<file path="src/sv/llars_pkg.sv">
// Package for the life-like automaton row step: item types, register codes, sizes.
package llars_pkg;

  localparam int ROW_WIDTH = 64;
  localparam int COL_W     = 7;
  localparam int COUNT_W   = 4;

  localparam int CFG_INDEX_W = 8;
  localparam int CFG_DATA_W  = 8;

  // result queue, depth a power of two
  localparam int RES_DEPTH = 4;
  localparam int RES_PTR_W = $clog2(RES_DEPTH);
  localparam int RES_CNT_W = $clog2(RES_DEPTH + 1);

  localparam logic [CFG_INDEX_W-1:0] REG_GRID_WIDTH  = CFG_INDEX_W'(0);
  localparam logic [CFG_INDEX_W-1:0] REG_BIRTH_COUNT = CFG_INDEX_W'(1);
  localparam logic [CFG_INDEX_W-1:0] REG_SURVIVE_MIN = CFG_INDEX_W'(2);
  localparam logic [CFG_INDEX_W-1:0] REG_SURVIVE_MAX = CFG_INDEX_W'(3);

  localparam logic [COL_W-1:0]   GRID_WIDTH_RST  = COL_W'(64);
  localparam logic [COUNT_W-1:0] BIRTH_COUNT_RST = COUNT_W'(4);
  localparam logic [COUNT_W-1:0] SURVIVE_MIN_RST = COUNT_W'(3);
  localparam logic [COUNT_W-1:0] SURVIVE_MAX_RST = COUNT_W'(6);

  typedef struct packed {
    logic [ROW_WIDTH-1:0] row_cells;
    logic                 last_row;
  } in_item_t;

  typedef struct packed {
    logic [ROW_WIDTH-1:0] next_cells;
    logic                 frame_end;
  } out_item_t;

  typedef struct packed {
    logic [COUNT_W-1:0] birth_count;
    logic [COUNT_W-1:0] survive_min;
    logic [COUNT_W-1:0] survive_max;
  } rule_t;

  typedef struct packed {
    logic [1:0] n;
    out_item_t  first;
    out_item_t  second;
  } res_push_t;

endpackage

</file>
<file path="src/sv/llars_next_row.sv">
// Next-generation row from the rows above, at and below: neighbour counts and rule.
module llars_next_row (
  input  logic [llars_pkg::ROW_WIDTH-1:0] up,
  input  logic [llars_pkg::ROW_WIDTH-1:0] mid,
  input  logic [llars_pkg::ROW_WIDTH-1:0] down,
  input  llars_pkg::rule_t                rule,
  input  logic [llars_pkg::ROW_WIDTH-1:0] mask,
  output logic [llars_pkg::ROW_WIDTH-1:0] next_row
);

  logic [llars_pkg::ROW_WIDTH+1:0] up_p;
  logic [llars_pkg::ROW_WIDTH+1:0] mid_p;
  logic [llars_pkg::ROW_WIDTH+1:0] down_p;
  logic [llars_pkg::ROW_WIDTH-1:0] raw;

  // padded by a dead column on each side; column c sits at bit c+1
  assign up_p   = {1'b0, up, 1'b0};
  assign mid_p  = {1'b0, mid, 1'b0};
  assign down_p = {1'b0, down, 1'b0};

  always_comb begin
    logic [llars_pkg::COUNT_W-1:0] cnt;
    raw = '0;
    cnt = '0;
    for (int c = 0; c < llars_pkg::ROW_WIDTH; c++) begin
      cnt = llars_pkg::COUNT_W'(up_p[c]) + llars_pkg::COUNT_W'(up_p[c+1])
          + llars_pkg::COUNT_W'(up_p[c+2]) + llars_pkg::COUNT_W'(mid_p[c])
          + llars_pkg::COUNT_W'(mid_p[c+2]) + llars_pkg::COUNT_W'(down_p[c])
          + llars_pkg::COUNT_W'(down_p[c+1]) + llars_pkg::COUNT_W'(down_p[c+2]);
      if (mid_p[c+1]) begin
        raw[c] = (cnt >= rule.survive_min) && (cnt <= rule.survive_max);
      end else begin
        raw[c] = (cnt == rule.birth_count);
      end
    end
  end

  assign next_row = raw & mask;

endmodule

</file>
<file path="src/sv/llars_res_fifo.sv">
// Small result queue: takes up to two items a cycle, gives one while out_stall is low.
module llars_res_fifo (
  input  logic                             clk,
  input  logic                             rst,
  input  llars_pkg::res_push_t             push,
  output logic [llars_pkg::RES_CNT_W-1:0]  space,
  output logic                             out_valid,
  input  logic                             out_stall,
  output llars_pkg::out_item_t             out_item
);

  llars_pkg::out_item_t              mem [llars_pkg::RES_DEPTH];
  logic [llars_pkg::RES_PTR_W-1:0]   wr_ptr;
  logic [llars_pkg::RES_PTR_W-1:0]   rd_ptr;
  logic [llars_pkg::RES_CNT_W-1:0]   count;
  logic                              pop;

  assign pop       = out_valid && !out_stall;
  assign out_valid = (count != '0);
  assign out_item  = mem[rd_ptr];
  assign space     = llars_pkg::RES_CNT_W'(llars_pkg::RES_DEPTH) - count;

  always_ff @(posedge clk) begin
    if (push.n != 2'd0) begin
      mem[wr_ptr] <= push.first;
    end
    if (push.n == 2'd2) begin
      mem[wr_ptr + 1'b1] <= push.second;
    end
  end

  always_ff @(posedge clk) begin
    if (rst) begin
      wr_ptr <= '0;
      rd_ptr <= '0;
      count  <= '0;
    end else begin
      wr_ptr <= wr_ptr + llars_pkg::RES_PTR_W'(push.n);
      rd_ptr <= rd_ptr + llars_pkg::RES_PTR_W'(pop);
      count  <= count + llars_pkg::RES_CNT_W'(push.n) - llars_pkg::RES_CNT_W'(pop);
    end
  end

`ifndef SYNTHESIS
  a_count_track: assert property (@(posedge clk) disable iff (rst)
    1'b1 |=> count == $past(count) + llars_pkg::RES_CNT_W'($past(push.n))
                      - llars_pkg::RES_CNT_W'($past(pop)))
    else $error("result queue count lost track");
  a_no_overflow: assert property (@(posedge clk) disable iff (rst)
    llars_pkg::RES_CNT_W'(push.n) <= space)
    else $error("result queue overflow");
`endif

endmodule

</file>
<file path="src/sv/life_like_automaton_row_step_top.sv">
// Top level of the life-like automaton row step.
//
// Rows of the current generation enter on the input channel (in_valid, in_stall,
// in_item), top to bottom, the bottom row flagged by last_row. Next-generation
// rows leave on the output channel (out_valid, out_stall, out_item); frame_end
// marks the bottom row. A row's result leaves once the row below it has entered;
// the bottom row gives two items, its upper neighbour and itself, or one in a one-row grid.
// An item is registered in the input register, then processed into the
// four-entry result queue once the queue has room for its results. One row is
// taken every cycle while in_stall is low; the result queue drains one item a
// cycle while out_stall is low, so each bottom row adds one item to the output.
// in_stall rises only when the processing stage holds an item that the queue has
// no room for; a stalled receiver therefore backs up into the input after the
// queue fills, and nothing is lost.
// Configuration: cfg_valid/cfg_ready with cfg_index and cfg_data, always ready;
// unknown indexes are ignored. Write only while the block is idle.
// Reset (rst, synchronous) restores the B4/S3456 rule, width 64, and an empty
// row buffer, and empties the queue.
module life_like_automaton_row_step_top (
  input  logic                                clk,
  input  logic                                rst,
  input  logic                                in_valid,
  output logic                                in_stall,
  input  llars_pkg::in_item_t                 in_item,
  output logic                                out_valid,
  input  logic                                out_stall,
  output llars_pkg::out_item_t                out_item,
  input  logic                                cfg_valid,
  output logic                                cfg_ready,
  input  logic [llars_pkg::CFG_INDEX_W-1:0]   cfg_index,
  input  logic [llars_pkg::CFG_DATA_W-1:0]    cfg_data
);

  logic [llars_pkg::COL_W-1:0]      grid_width;
  llars_pkg::rule_t                 rule;
  logic [llars_pkg::ROW_WIDTH-1:0]  mask;

  logic                             s_valid;
  logic [llars_pkg::ROW_WIDTH-1:0]  s_row;
  logic                             s_last;
  logic [llars_pkg::ROW_WIDTH-1:0]  row_m;

  logic [llars_pkg::ROW_WIDTH-1:0]  above;
  logic [llars_pkg::ROW_WIDTH-1:0]  centre;
  logic                             have_centre;

  logic [llars_pkg::ROW_WIDTH-1:0]  res_mid;
  logic [llars_pkg::ROW_WIDTH-1:0]  res_bot;
  logic [1:0]                       n_res;
  logic                             s_go;
  logic                             in_take;
  logic [llars_pkg::RES_CNT_W-1:0]  space;
  llars_pkg::res_push_t             push;

  assign cfg_ready = 1'b1;

  always_ff @(posedge clk) begin
    if (rst) begin
      grid_width       <= llars_pkg::GRID_WIDTH_RST;
      rule.birth_count <= llars_pkg::BIRTH_COUNT_RST;
      rule.survive_min <= llars_pkg::SURVIVE_MIN_RST;
      rule.survive_max <= llars_pkg::SURVIVE_MAX_RST;
    end else if (cfg_valid && cfg_ready) begin
      unique case (cfg_index)
        llars_pkg::REG_GRID_WIDTH:  grid_width <= cfg_data[llars_pkg::COL_W-1:0];
        llars_pkg::REG_BIRTH_COUNT: rule.birth_count <= cfg_data[llars_pkg::COUNT_W-1:0];
        llars_pkg::REG_SURVIVE_MIN: rule.survive_min <= cfg_data[llars_pkg::COUNT_W-1:0];
        llars_pkg::REG_SURVIVE_MAX: rule.survive_max <= cfg_data[llars_pkg::COUNT_W-1:0];
        default: ;
      endcase
    end
  end

  // active columns; widths above the row saturate
  always_comb begin
    for (int c = 0; c < llars_pkg::ROW_WIDTH; c++) begin
      mask[c] = (llars_pkg::COL_W'(c) < grid_width);
    end
  end

  // input register
  assign in_take  = in_valid && !in_stall;
  assign in_stall = s_valid && !s_go;

  always_ff @(posedge clk) begin
    if (rst) begin
      s_valid <= 1'b0;
    end else if (in_take) begin
      s_valid <= 1'b1;
    end else if (s_go) begin
      s_valid <= 1'b0;
    end
  end

  always_ff @(posedge clk) begin
    if (in_take) begin
      s_row  <= in_item.row_cells;
      s_last <= in_item.last_row;
    end
  end

  // processing stage
  assign row_m = s_row & mask;
  assign n_res = {1'b0, have_centre} + {1'b0, s_last};
  assign s_go  = s_valid && (llars_pkg::RES_CNT_W'(n_res) <= space);

  // centre is all dead when no row is held, so it doubles as the row above
  llars_next_row u_mid (
    .up       (above),
    .mid      (centre),
    .down     (row_m),
    .rule     (rule),
    .mask     (mask),
    .next_row (res_mid)
  );

  llars_next_row u_bot (
    .up       (centre),
    .mid      (row_m),
    .down     ('0),
    .rule     (rule),
    .mask     (mask),
    .next_row (res_bot)
  );

  always_comb begin
    push.n                 = s_go ? n_res : 2'd0;
    push.second.next_cells = res_bot;
    push.second.frame_end  = 1'b1;
    if (have_centre) begin
      push.first.next_cells = res_mid;
      push.first.frame_end  = 1'b0;
    end else begin
      push.first.next_cells = res_bot;
      push.first.frame_end  = 1'b1;
    end
  end

  always_ff @(posedge clk) begin
    if (rst) begin
      above       <= '0;
      centre      <= '0;
      have_centre <= 1'b0;
    end else if (s_go) begin
      if (s_last) begin
        above       <= '0;
        centre      <= '0;
        have_centre <= 1'b0;
      end else begin
        above       <= centre;
        centre      <= row_m;
        have_centre <= 1'b1;
      end
    end
  end

  llars_res_fifo u_fifo (
    .clk       (clk),
    .rst       (rst),
    .push      (push),
    .space     (space),
    .out_valid (out_valid),
    .out_stall (out_stall),
    .out_item  (out_item)
  );

`ifndef SYNTHESIS
  a_frame_clears: assert property (@(posedge clk) disable iff (rst)
    (s_go && s_last) |=> (!have_centre && centre == '0 && above == '0))
    else $error("row buffer not cleared after bottom row");
  a_row_held: assert property (@(posedge clk) disable iff (rst)
    (s_go && !s_last) |=> have_centre)
    else $error("row not held after a non-bottom row");
  a_empty_above: assert property (@(posedge clk) disable iff (rst)
    !have_centre |-> (centre == '0 && above == '0))
    else $error("stale rows with empty buffer");
`endif

endmodule

</file>
<file path="config.mk">
export PLATFORM = sky130hd
export DESIGN_NAME = life_like_automaton_row_step_top
export DESIGN_NICKNAME = d
export VERILOG_FILES = /design/src/sv/llars_pkg.sv /design/src/sv/llars_next_row.sv /design/src/sv/llars_res_fifo.sv /design/src/sv/life_like_automaton_row_step_top.sv
export SDC_FILE = /design/constraint.sdc
export NUM_CORES = 2
export LEC_CHECK = 0
export BUFFER_PORTS_ARGS = -buffer_cell sky130_fd_sc_hd__buf_2
export CAP_MARGIN = 20
export CORE_ASPECT_RATIO = 2
export CORE_UTILIZATION = 40
export DETAILED_ROUTE_END_ITERATION = 10
export PLACE_DENSITY = 0.52
export SLEW_MARGIN = 10
export SYNTH_ARGS = -nofsm -noshare
export SYNTH_HDL_FRONTEND = slang
export SYNTH_SLANG_ARGS = --single-unit
</file>
<file path="constraint.sdc">
create_clock -name clk -period 7.7 [get_ports clk]
set_input_delay 1.155 -clock clk [delete_from_list [all_inputs] [get_ports clk]]
set_output_delay 1.155 -clock clk [all_outputs]
set_load 0.1 [all_outputs]
</file>
# Yosys cells after proc, flatten, opt, wreduce, memory -nomap -nowiden
# Memories as Yosys holds them, arrays and structs flattened. A register that Yosys moved wholly into a read port is not among the register bits.
# Cells that the tools add are included.
dict set report totals {
  register_bits 221
  latch_bits 0
  ramBits 260
  romBits 0
  inputBits 86
  output_inout_bits 68
  elab_cells 1452
  n_memories 1
}
dict set report op_classes {
  n_addsub 699
  n_mul 0
  div_mod_pow 0
  n_lt_le_gt_ge 321
  eq_ne 132
  n_shift 0
  mux 140
  bitwise_logic 3
  reduce_logical 143
}
# memory depth word_bits rd rd_clocked_by_memory_dff write_ports line_no
set memory_table {}
lappend memory_table {u_fifo.mem 4 65 1 1 2 llars_res_fifo.sv:12} ;# llars_pkg::out_item_t mem [llars_pkg::RES_DEPTH];
# op n
set ops {}
lappend ops {{4-bit by 1-bit adder with 4-bit output} 566}
lappend ops {{4-bit equality test} 128}
lappend ops {{4-bit greater-or-equal comparator} 128}
lappend ops {{4-bit less-or-equal comparator} 128}
lappend ops {{1-bit by 1-bit adder with 2-bit output} 127}
lappend ops {{6-bit by 7-bit < comparator with 1-bit output, first input constant} 32}
lappend ops {{64-bit AND} 3}
lappend ops {{1-bit 2-to-1 mux} 135}
lappend ops {{1-bit logical AND} 132}
lappend ops {{64-bit 2-to-1 mux} 2}
lappend ops {{5-bit by 7-bit < comparator with 1-bit output, first input constant} 16}
lappend ops {{65-bit 2-to-1 mux} 1}
lappend ops {{4-bit by 7-bit < comparator with 1-bit output, first input constant} 8}
lappend ops {{3-bit by 7-bit < comparator with 1-bit output, first input constant} 4}
lappend ops {{8-bit by 2-bit equality test with 1-bit output, second input constant} 2}
lappend ops {{1-bit by 7-bit < comparator with 1-bit output, first input constant} 2}
lappend ops {{2-bit by 7-bit < comparator with 1-bit output, first input constant} 2}
lappend ops {{8-bit by 1-bit equality test with 1-bit output, second input constant} 1}
lappend ops {{8-bit logical NOT} 1}
lappend ops {{2-bit AND reduction} 4}
lappend ops {{2-bit 2-to-1 mux} 2}
lappend ops {{2-bit nonzero test} 2}
lappend ops {{3-bit by 2-bit adder with 3-bit output} 1}
lappend ops {{2-bit by 3-bit less-or-equal comparator with 1-bit output} 1}
lappend ops {{other kinds (8)} 10}

# Longest topological paths before layout
dict set report depth {
  depth_word 12
  mapped_depth 20
  mapped_depth_nobuf 18
}

# Hierarchy
# From an unflattened synthesis, not the netlist that was laid out.
dict set report unflattened {
  cells_unflattened 7411
  hier_area_um2 73080.1
}
# mod n_inst cells_per_inst area_per_inst_um2 seq_area_each_um2
set modules_own_cells {}
lappend modules_own_cells {{llars_next_row (u_bot)} 1 2951 25383.1 0.0}
lappend modules_own_cells {{llars_next_row (u_mid)} 1 2910 25328.0 0.0}
lappend modules_own_cells {llars_res_fifo 1 678 12971.2 7947.6}
lappend modules_own_cells {life_like_automaton_row_step_top 1 872 9397.8 4934.7}

# Worst setup path after synthesis
# No wires, ideal clock.
dict set report synth_path {
  path_kind {register to register}
  startpoint {register s_last}
  endpoint {register s_last (enable)}
  setup_ps 488
  t_arrival_ps 4693
  required_ps 7212
  slack_ps 2519
  stages_incl_launch_ff 9
  n_path_buf 0
  synth_period_minus_slack_ps 5181
  path_cell_list {edfxtp_1 -> ha_1 -> ha_1 -> nor2b_1 -> o211ai_2 -> inv_1 -> nand2_1 -> inv_1 -> nor2_1}
}
dict set report synth_via {
  elab_chain_cells 7
}
# item line_no
set synth_rtl {}
lappend synth_rtl {{start, declared} life_like_automaton_row_step_top.sv:40} ;# logic s_last;
lappend synth_rtl {{start signal, assigned} life_like_automaton_row_step_top.sv:98} ;# s_last <= in_item.last_row;
lappend synth_rtl {{1-bit by 1-bit adder with 2-bit output} life_like_automaton_row_step_top.sv:104} ;# assign n_res = {1'b0, have_centre} + {1'b0, s_last};
lappend synth_rtl {{2-bit by 3-bit less-or-equal comparator with 1-bit output} life_like_automaton_row_step_top.sv:105} ;# assign s_go = s_valid && (llars_pkg::RES_CNT_W'(n_res) <= space);
lappend synth_rtl {{1-bit logical AND} life_like_automaton_row_step_top.sv:105}
lappend synth_rtl {{1-bit logical NOT} life_like_automaton_row_step_top.sv:83} ;# assign in_stall = s_valid && !s_go;
lappend synth_rtl {{1-bit logical AND} life_like_automaton_row_step_top.sv:83}
lappend synth_rtl {{net in_stall} life_like_automaton_row_step_top.sv:23} ;# output logic in_stall,
lappend synth_rtl {{1-bit logical NOT} life_like_automaton_row_step_top.sv:82} ;# assign in_take = in_valid && !in_stall;
lappend synth_rtl {{1-bit logical AND} life_like_automaton_row_step_top.sv:82}
lappend synth_rtl {{net in_take} life_like_automaton_row_step_top.sv:51} ;# logic in_take;
# The timed path passes the listed nets, and every way through them passes these cells.
# A chain may end at the register's enable or synchronous reset.

==> impl_results.md <==
- Outcome: finished clean
- Post-Synthesis Cells: around 6600
- Htree depth: 2
- DRC: 0
- Seq cells post-synth: roughly 480
- Crit Path Class: flop to flop
- Insertion delay to the later sink of the worst-skew pair: around 0.7 ns
- Setup TNS: 0 ns
- Post-CTS setup buffer count: 0
- Clock-pin slew on the worst setup and hold paths: about 0.070 ns
- Pwr Density: ~220 nW/um^2
- Die H: between 500 and 600 microns
- Maximum VDD drop: 0.228 mV
- Root buffer cell: clkbuf_16
- Iter 0 DRT Violations: a little over 3000
- Global-route wire length before repair: 343000 microns
- Std cell rows: between 200 and 250
- Num CTS Buffers: 57
- Max Freq: between 150 and 200 MHz
- Slowest-stage cell, CP: dfxtp_1
- Post-cts sizing count: 0
- Final setup vio count: 0
- Final net count: 8339
- Core ar.: between 150000 and 200000 sq um
- Largest stage delay, worst path: 0.85 ns
- Hold Buf Count CTS: 0
- Grt total ovfl: 0
- WL/cell: between 20 and 30 microns
- Final Hold Fails: 0
- Initial antenna violation count: 19
- PortBufs: 151
- Routability cong.: between 0.9 and 1
- Largest net degree at the start of global routing: 100
- Worst Skew: 0.0309 ns
- Core Util, Final: 43.9%
- Max_cap viols: 0
- Worst setup EP type: flop
- Worst path cell trace: nor2_1 > buf_4 > a21oi_1 > nand2_1 > fa_1 > fa_1 > inv_1 > fa_1 > fa_1 > xor2_1 > ha_1 > nand4_1 > o21ai_0 > a21o_1 > a32oi_1 > nor3_1 > or2_2
- Hold Crit Class: flop to flop
- Period utilization: between 80 and 90%
- Routed vias: slightly above 50000
- Syn_nets: ~8300
- Slew Limit Fails: 0
- Library cells used by synthesis: 74
- Min Clock Period, post-route: between 6 and 7 ns
- Sequential element share of the synthesized area: about a fifth
- Max FO, Critical Path: 17
- Most frequent CP cell: fa_1
- Die X: roughly 280 microns
- CP delay by family, top: adder cells
- Vias in the first global route: approximately 53000
- Synth Flop Type: edfxtp_1
- Leakage: roughly 0.031 uW
- Share of post-route cells with drive strength above 1: 6.92%
- Final ANT Viol Nets: 0
- Ys async rst share: 0%
- Required time of the critical path: 8.15 ns
- Top-level I/O count: 154
- Final wirelength: about 230000 microns
- Syn_area_per_cell: between 9 and 10 sq um
- Commonest non-fill, non-tap cells in the layout: 1220 x ha_1, 961 x inv_1, 379 x fa_1
- Die area: around 160000 sq um
- Vias per inst: between 5 and 6
- Rel. slew slack: roughly a fifth
- RSZ-0062 raised after global routing: no
- Startpoint types: flop
- DRT Pass-1 Iters: 5
- Yosys warns: 0
- Number of flops mapped to enable cells by yosys: between 300 and 400
- Max clock buf depth: 3
- Area growth, synth to finish: 8.54%
- Total global routing track utilization: roughly 30%
- Netlist Area Pre-Place: a little over 60000 sq um
- DP Wirelength: roughly 170000 microns
- Arr. time, crit path: between 6 and 7 ns
- TritonCTS clock tree: yes
- Commonest non-fill, non-tap cell in the layout: ha_1
- Buffer and inverter count on the worst path: 2
- Clock sink total: 481
- Starting density of the core: roughly 40%
- Worst slew pin tran: ~1.2 ns
-- sequential cells by signal, indices dropped and copies added (netlist names), 2 cells and up --
signal and cells:
s_row 64, u_fifo.wr_ptr 2, above 64, rule 12
u_fifo.mem 260, u_fifo.rd_ptr 2, grid_width 7, u_fifo.count 3
centre 64
-- power breakdown --
group | internal (uW) | switching (uW)
Sequential | 2940 | 215
Clock | 1860 | 1330
Combinational | 2910 | 5440
-- synthesized netlist by cell type (67+ instances only) --
cell type / count / area [sq um]
ha_1: 1220 / 15300
inv_1: 966 / 3630
fa_1: 379 / 7590
a21oi_1: 373 / 1870
nor2_1: 334 / 1250
o21ai_0: 323 / 1620
edfxtp_1: 321 / 9640
xor2_1: 297 / 2600
nand2_1: 255 / 957
xnor2_1: 216 / 1890
o22ai_1: 204 / 1280
dfxtp_1: 160 / 3200
nor2b_1: 158 / 988
nor3_1: 147 / 736
clkbuf_1: 98 / 368
a21o_1: 89 / 668
nor4_1: 88 / 551
nand2b_1: 85 / 532
a31oi_1: 74 / 463
nand3_1: 67 / 335
-- cell type report --
type                    count  area (sq um)
repair buffers            241          1530
well taps                2050          2560
inverters                 967          3660
flip-flops and latches    481         12900
clock buffers              73          1580
multi-input cells        4906         44400
diodes                     33          82.6
fillers                 14994         86000
clock inverters            35           526
-- per-layer routing --
| layer | share of wire (%) | global-route usage [%] |
|---|---|---|
| met3 | 4.5 | 3.15 |
| met5 | 0.026 | 0 |
| met1 | 34 | 30.0 |
| met2 | 51 | 55.5 |
| met4 | 9.7 | 24.5 |
-- through the flow --
stage | setup slack [ns] | cells | hold WS [ns] | total power, uW | cell area (sq um)
detailed placement | 1.30 | 8645 | 0.436 | 11600 | 65000
global placement | 1.35 | 8645 | 0.430 | 11300 | 65000
floorplan | 2.52 | 6584 | 0.418 | 9250 | 61900
CTS | 1.27 | 8753 | 0.447 | 14800 | 67100
finish | 1.24 | 8786 | 0.445 | 14700 | 67200
global route | 0.965 | 8784 | 0.469 | 15700 | 67200
-- path summary, 6_finish.rpt --
check	slack [ns]	depth (start not counted)	to	from
max	1.24	17	u_fifo.mem[0][45]$_DFFE_PP_	grid_width[5]$_SDFFE_PP0P_
min	0.44	2	u_fifo.mem[3][0]$_SDFFE_PP1P_	u_fifo.mem[3][0]$_SDFFE_PP1P_
max reg2reg	1.24	17	u_fifo.mem[0][45]$_DFFE_PP_	grid_width[5]$_SDFFE_PP0P_
min reg2reg	0.44	2	u_fifo.mem[3][0]$_SDFFE_PP1P_	u_fifo.mem[3][0]$_SDFFE_PP1P_
-- kinds of logic after synthesis --
logic type | synth area share (%)
adder cells (fa/ha/maj) | 36.9
AO/OA/AOI/OAI | 14.5
AND/OR/NAND/NOR | 10.2
buffers and inverters | 7.78
XOR/XNOR | 7.26
flip-flops | 20.8
multiplexers | 2.54
other | 0.00606
-- worst reg2reg max path, cell delays in order (launching register included) --
cell     delay [ns]
dfxtp_1        0.85
nor2_1         0.29
buf_4          0.27
a21oi_1        0.66
nand2_1        0.42
fa_1           0.57
fa_1           0.49
inv_1          0.05
fa_1           0.41
fa_1           0.40
xor2_1         0.34
ha_1           0.32
nand4_1        0.09
o21ai_0        0.08
a21o_1         0.16
a32oi_1        0.47
nor3_1         0.08
or2_2          0.29
Note: power is estimated with default switching activity, not from simulation.
